### src/hdl/cdsb_pkg.sv
// Package: shared constants and helpers for the column distinct-state bound block.
package cdsb_pkg;

  localparam int STATE_LIMIT_DEF = 8;
  localparam int SUM_WIDTH_DEF   = 24;
  localparam int SYM_W           = 8;

  localparam logic [SYM_W-1:0] SYM_GAP     = 8'h2D;  // '-'
  localparam logic [SYM_W-1:0] SYM_UNKNOWN = 8'h3F;  // '?'
  localparam logic [SYM_W-1:0] SYM_ANY_N   = 8'h4E;  // 'N'
  localparam logic [SYM_W-1:0] SYM_ANY_X   = 8'h58;  // 'X'

  typedef logic [SYM_W-1:0] sym_t;

  function automatic logic is_ignored(input sym_t s);
    return (s == SYM_GAP) || (s == SYM_UNKNOWN) || (s == SYM_ANY_N) || (s == SYM_ANY_X);
  endfunction

endpackage

### src/hdl/cdsb_cell.sv
// One storage cell: holds a seen symbol, compares it to the probe, shifts to its neighbor.
module cdsb_cell
  import cdsb_pkg::*;
(
  input  logic clk,
  input  logic shift_en,
  input  sym_t sym_in,
  input  sym_t probe,
  input  logic active,
  output sym_t sym_out,
  output logic hit
);

  sym_t sym_r;

  always_ff @(posedge clk) begin
    if (shift_en) begin
      sym_r <= sym_in;
    end
  end

  assign sym_out = sym_r;
  assign hit     = active && (sym_r == probe);

endmodule

### src/hdl/cdsb_chain.sv
// Row of symbol cells: newest symbol enters cell 0, older ones move one cell down.
module cdsb_chain
  import cdsb_pkg::*;
#(
  parameter int STATE_LIMIT = STATE_LIMIT_DEF,
  localparam int TOT_W = $clog2(STATE_LIMIT + 1)
) (
  input  logic             clk,
  input  logic             insert,
  input  sym_t             probe,
  input  logic [TOT_W-1:0] total,
  output logic             hit
);

  sym_t                   sym_chain [STATE_LIMIT];
  logic [STATE_LIMIT-1:0] hit_vec;

  for (genvar i = 0; i < STATE_LIMIT; i++) begin : g_cell
    sym_t cell_in;
    logic cell_active;

    if (i == 0) begin : g_head
      assign cell_in = probe;
    end else begin : g_body
      assign cell_in = sym_chain[i-1];
    end

    // entries below the fill count hold valid symbols
    assign cell_active = (total > TOT_W'(i));

    cdsb_cell u_cell (
      .clk      (clk),
      .shift_en (insert),
      .sym_in   (cell_in),
      .probe    (probe),
      .active   (cell_active),
      .sym_out  (sym_chain[i]),
      .hit      (hit_vec[i])
    );
  end

  assign hit = |hit_vec;

endmodule

### src/hdl/column_distinct_state_bound.sv
// A result appears in the output register in the cycle after its column-end transaction is accepted.
// Throughput: one symbol per cycle while the output register is empty or read; the cell row compares a symbol
// against all stored symbols in the cycle it arrives, and in_tready drops while a result waits and out_tready is low.
// Reset (rst_n low, synchronous): fill count, overflow flag, running sum and output valid clear;
// stored cell symbols are not reset and are read only below the fill count.
// Top level: per-column distinct symbol count and saturating minimum-length bound.
module column_distinct_state_bound
  import cdsb_pkg::*;
#(
  parameter int STATE_LIMIT = STATE_LIMIT_DEF,
  parameter int SUM_WIDTH   = SUM_WIDTH_DEF,
  localparam int TOT_W  = $clog2(STATE_LIMIT + 1),
  localparam int OUT_DW = ((2 * TOT_W + SUM_WIDTH + 1 + 7) / 8) * 8
) (
  input  logic              clk,
  input  logic              rst_n,
  input  logic              in_tvalid,
  output logic              in_tready,
  input  logic [7:0]        in_tdata,   // symbol[7:0]
  input  logic              in_tlast,   // column_end
  input  logic              in_tuser,   // matrix_end
  output logic              out_tvalid,
  input  logic              out_tready,
  output logic [OUT_DW-1:0] out_tdata,  // distinct_count, overflowed, column_contribution,
                                        // running_bound, zero pad
  output logic              out_tlast   // final_res
);

  localparam logic [TOT_W-1:0]     LIMIT_V = TOT_W'(STATE_LIMIT);
  localparam logic [SUM_WIDTH-1:0] SUM_MAX = {SUM_WIDTH{1'b1}};

  logic [TOT_W-1:0]     total_r, total_nxt;
  logic                 exc_r, exc_nxt;
  logic [SUM_WIDTH-1:0] sum_r, sum_nxt;
  logic                 out_valid_r, out_valid_nxt;
  logic [TOT_W-1:0]     cnt_r, cnt_nxt;
  logic                 ovf_r;
  logic [TOT_W-1:0]     contrib_r, contrib_nxt;
  logic [SUM_WIDTH-1:0] bound_r, bound_nxt;
  logic                 final_r;

  logic                 in_acc;
  logic                 hit;
  logic                 new_sym;
  logic                 full;
  logic                 insert;
  logic [TOT_W-1:0]     tot_upd;
  logic                 exc_upd;
  logic [SUM_WIDTH:0]   sum_ext;

  assign in_tready = !out_valid_r || out_tready;
  assign in_acc    = in_tvalid && in_tready;

  cdsb_chain #(.STATE_LIMIT(STATE_LIMIT)) u_chain (
    .clk    (clk),
    .insert (insert),
    .probe  (in_tdata),
    .total  (total_r),
    .hit    (hit)
  );

  always_comb begin
    new_sym = !exc_r && !is_ignored(in_tdata) && !hit;
    full    = (total_r == LIMIT_V);
    insert  = in_acc && new_sym && !full;
    tot_upd = (new_sym && !full) ? total_r + TOT_W'(1) : total_r;
    exc_upd = exc_r || (new_sym && full);

    if (exc_upd) begin
      cnt_nxt     = LIMIT_V;
      contrib_nxt = LIMIT_V;
    end else begin
      cnt_nxt     = tot_upd;
      contrib_nxt = (tot_upd == '0) ? '0 : tot_upd - TOT_W'(1);
    end

    sum_ext   = {1'b0, sum_r} + (SUM_WIDTH + 1)'(contrib_nxt);
    bound_nxt = sum_ext[SUM_WIDTH] ? SUM_MAX : sum_ext[SUM_WIDTH-1:0];

    total_nxt     = total_r;
    exc_nxt       = exc_r;
    sum_nxt       = sum_r;
    out_valid_nxt = out_valid_r && !out_tready;
    if (in_acc) begin
      if (in_tlast) begin
        total_nxt     = '0;
        exc_nxt       = 1'b0;
        sum_nxt       = in_tuser ? '0 : bound_nxt;
        out_valid_nxt = 1'b1;
      end else begin
        total_nxt = tot_upd;
        exc_nxt   = exc_upd;
      end
    end
  end

  always_ff @(posedge clk) begin
    if (!rst_n) begin
      total_r     <= '0;
      exc_r       <= 1'b0;
      sum_r       <= '0;
      out_valid_r <= 1'b0;
    end else begin
      total_r     <= total_nxt;
      exc_r       <= exc_nxt;
      sum_r       <= sum_nxt;
      out_valid_r <= out_valid_nxt;
    end
  end

  always_ff @(posedge clk) begin
    if (in_acc && in_tlast) begin
      cnt_r     <= cnt_nxt;
      ovf_r     <= exc_upd;
      contrib_r <= contrib_nxt;
      bound_r   <= bound_nxt;
      final_r   <= in_tuser;
    end
  end

  assign out_tvalid = out_valid_r;
  assign out_tdata  = OUT_DW'({bound_r, contrib_r, ovf_r, cnt_r});
  assign out_tlast  = final_r;

endmodule

### config.mk
export PLATFORM = sky130hd
export DESIGN_NAME = column_distinct_state_bound
export DESIGN_NICKNAME = d
export VERILOG_FILES = /design/src/hdl/cdsb_pkg.sv /design/src/hdl/cdsb_cell.sv /design/src/hdl/cdsb_chain.sv /design/src/hdl/column_distinct_state_bound.sv
export SDC_FILE = /design/constraint.sdc
export NUM_CORES = 1
export LEC_CHECK = 0
export BUFFER_PORTS_ARGS = -buffer_cell sky130_fd_sc_hd__buf_2
export CAP_MARGIN = 20
export CELL_PAD_IN_SITES_DETAIL_PLACEMENT = 1
export CELL_PAD_IN_SITES_GLOBAL_PLACEMENT = 2
export CORE_UTILIZATION = 44
export CTS_CLUSTER_DIAMETER = 100
export DETAILED_ROUTE_END_ITERATION = 8
export GPL_TIMING_DRIVEN = 1
export PLACE_DENSITY = 0.9
export SETUP_SLACK_MARGIN = 0.02
export SYNTH_ARGS = -nofsm -noshare
export SYNTH_HDL_FRONTEND = slang
export SYNTH_SLANG_ARGS = --single-unit
export TNS_END_PERCENT = 50
### constraint.sdc
create_clock -name clk -period 11.1 [get_ports clk]
set_clock_uncertainty 0.1 [all_clocks]
set_input_delay 0.555 -clock clk [delete_from_list [all_inputs] [get_ports clk]]
set_output_delay 0.555 -clock clk [all_outputs]
set_load 0.05 [all_outputs]
==> summary.txt <==
Run status
  • Status: complete, no violations

Yosys
  • FF+latch count, synth: between 100 and 150
  • Seq/Total Area, Yosys: 0.6085
  • Synth Instances: roughly 460
  • Avg Inst Size Synth: 12.80 um^2
  • Ys flop type: edfxtp_1
  • Post-Syn Area: about 0.0058 mm^2
  • Yosys warns: 0
  • Post-synth EDFFs: 98
  • Asr flop ratio synth: 0
  • Yosys cell types: between 50 and 60

Clock tree
  • Clock Latency Late Sink: 0.42 ns
  • H-Tree Depth: 4
  • Post-CTS Setup Inserts: 0
  • Clock Tree Buf Depth: 2
  • Post-CTS Hold Buffers: 0
  • Clk slew on worst S/H paths: 0.05 ns
  • Inserted Clock Buffers: 17
  • CTS root buf: clkbuf_16
  • CTS tree: yes
  • Sink Count: approximately 130
  • PostCTS Resize Cnt: 0

Global route
  • Vias in the first global route: 3812
  • First-pass GRT wire length: about 20000 um
  • GRT overflow: 0
  • Largest net degree at the start of global routing: 65
  • Tot GR Track Use: 0.2080
  • Antenna violations before repair: 0

Min path
  • Hold path start: in_tuser
  • Worst Hold Class: primary input to register

Worst setup path
  • CP startpoint: total_r[1]
  • Kind of critical path: register to register
  • CP required: 11.34 ns
  • Critical Path Max Stage Delay: around 0.70 ns
  • Worst Path Arrival: 6.69 ns
  • Flop-to-flop setup slack: approximately 4.6 ns
  • CP Capture Type: register
  • Setup crit start kind: register
  • CP max stage cell: nand3_1
  • Largest fanout on the critical path: 21
  • Critical-path cell list: inv_1 > ha_1 > nor2_1 > a21oi_1 > nor3_1 > or4_4 > nor3_2 > and3_1 > xnor2_1 > inv_1 > ha_1 > a311oi_1 > fa_1 > a21o_1 > a21oi_1 > nor4_1 > and2_0 > nand3_1 > o21ai_0 > nand2_1 > o21ai_0
  • Worst r2r src: total_r[1]

Detailed routing
  • Drt total wl: around 13000 um
  • Post-DR wirelength/cell: ~19 um
  • First-pass iteration count of the detailed router: 5
  • Routed Antenna Nets: 0
  • Vias: between 3000 and 4000
  • Remaining DRCs: 0
  • Vias per cell: between 5 and 6
  • Initial DRC count: 256

Floorplan
  • # rows: a little over 40
  • Starting Density: 0.4559
  • Core area: 0.01277 mm^2
  • Die Area: 0.01370 mm^2
  • Die width: about 120 um
  • Io pins: between 50 and 60
  • DIE HEIGHT: 117.0 um

Layout
  • Final instance area: roughly 0.0067 mm^2
  • NumNets Final: 530
  • Final Instance Count excl. Fillers: between 600 and 700
  • Ant diodes: 0
  • Share of cells above drive strength 1: 0.1769
  • Synth-to-Final Area Change: 15.30%

Timing
  • Unrepaired setup endpoints after global routing: false
  • Final period util: 0.5813
  • Slew Limit Fails: 0
  • Hold Vio Cnt, Final: 0
  • Final setup violating endpoints: 0
  • Fmax: 155.0 MHz
  • Least-Margin Pin Slew: about 0.89 ns
  • Fin crit period: roughly 6.5 ns
  • Setup TNS: 0 ns
  • Max transition margin: 0.4047

Place
  • Port bufs: 49
  • Routability cong.: about 0.84
  • Placed cell areas: slightly above 0.006 mm^2
  • Post-Place Cells: 660
  • Post-DP HPWL: around 9000 um

Flow run
  • Number of max-cap violations: 0

Pwr
  • P_leak: 2.533 nW
  • VDD IR max: between 0.1 and 0.15 mV
  • Pwr/cell area: around 170 mW/mm^2
[flip-flops by register name (all words and copies together) (netlist names)]
register,flops
exc_r,1
ovf_r,1
total_r,4
contrib_r,4
bound_r,24
out_tvalid,1
sum_r,24
cnt_r,4
u_chain.g_cell.u_cell.sym_out,64
out_tlast,1
[metal layers]
layer / part of all wire / vias up / GRT usage / wire length [um]
li1: - / 1755 / - / -
met1: 0.48 / 1871 / 0.2836 / 6268
met2: 0.47 / 77 / 0.3116 / 6030
met3: 0.031 / 15 / 0.05510 / 400
met4: 0.019 / 0 / 0.09536 / 242
met5: 0 / - / 0 / 0
[through the flow]
| stage | utilization | setup slack [ns] | total power [mW] | hold WS (ns) |
|---|---|---|---|---|
| after floorplan | - | 5.699 | 0.6422 | 0.3473 |
| after global placement | 0.4832 | 4.904 | 0.6644 | 0.3520 |
| after detailed placement | 0.4832 | 4.547 | 0.6685 | 0.3604 |
| after CTS | 0.5256 | 4.669 | 1.174 | 0.2276 |
| after global routing | 0.5256 | 4.109 | 1.198 | 0.2380 |
| final | 0.5256 | 4.647 | 1.164 | 0.2470 |
[kinds of logic after synthesis]
logic type / share of synthesized area
AOI/OAI and AO/OA: 0.09454
DFF: 0.6085
and+or+nand+nor: 0.1094
other: 0.0006440
adders and majority gates: 0.02063
buffers and inverters: 0.03932
xor gates and xnor gates: 0.1233
muxes: 0.003653
[cell usage after synthesis, drive strengths merged (4+ instances only)]
library cell / count / area [um^2]
xnor2: 49 / 429.2
nor2: 18 / 67.56
nor4: 8 / 50.05
a21boi: 5 / 37.53
o21ai: 8 / 40.03
and2: 6 / 40.04
and3: 4 / 25.02
a31oi: 4 / 25.02
edfxtp: 98 / 2943
a311oi: 4 / 35.03
ha: 8 / 100.1
inv: 13 / 48.80
a21o: 6 / 45.04
a22o: 21 / 183.9
nand2: 33 / 123.9
nand3: 8 / 40.04
nand2b: 7 / 43.79
xor2: 33 / 289.0
buf: 20 / 153.9
dfxtp: 30 / 600.6
clkbuf: 6 / 22.52
nand4: 11 / 75.07
and4: 4 / 37.54
a21oi: 12 / 60.06
nor3: 11 / 60.06
[cell type report]
| class | count | area [um^2] |
|---|---|---|
| Fill cell | 1322 | 6060 |
| Timing Repair Buffer | 53 | 275.3 |
| Clock inverter | 6 | 32.53 |
| Multi-Input combinational cell | 293 | 2086 |
| Sequential cell | 128 | 3543 |
| Tap cell | 172 | 215.2 |
| Clock buffer | 26 | 509.2 |
| Inverter | 14 | 52.55 |
[layout by cell type (no fill, tap or decap), types with 10 or more instances in the layout]
cell        n
edfxtp_1   98
xnor2_1    49
buf_2      49
nand2_1    33
xor2_1     33
dfxtp_1    30
a22o_1     21
nor2_1     18
clkbuf_16  17
inv_1      13
a21oi_1    12
nor3_1     10
nand4_1    10
[critical path, delay by kind of cell (launching register included)]
kind,cells,cell delay [ns]
flops,1,0.36
xor+xnor,1,0.17
simple gates,9,3.15
compound gates,6,1.45
fa+ha+maj,3,0.89
buf+inv,2,0.25
[path summary, 6_finish.rpt]
path / end / cells past startpoint
setup reg to reg: sum_r[4] / 21
hold / removal: out_tlast / 1
setup / recovery: sum_r[4] / 21
hold reg to reg: u_chain.g_cell[2].u_cell.sym_out[0] / 0
[where the power goes]
part	total, mW	switching [mW]	internal [mW]
Combinational	0.100	0.0708	0.0292
Clock	0.505	0.192	0.313
Sequential	0.559	0.0141	0.545
Total	1.16	0.277	0.886
(Power assumes the default switching activity.)
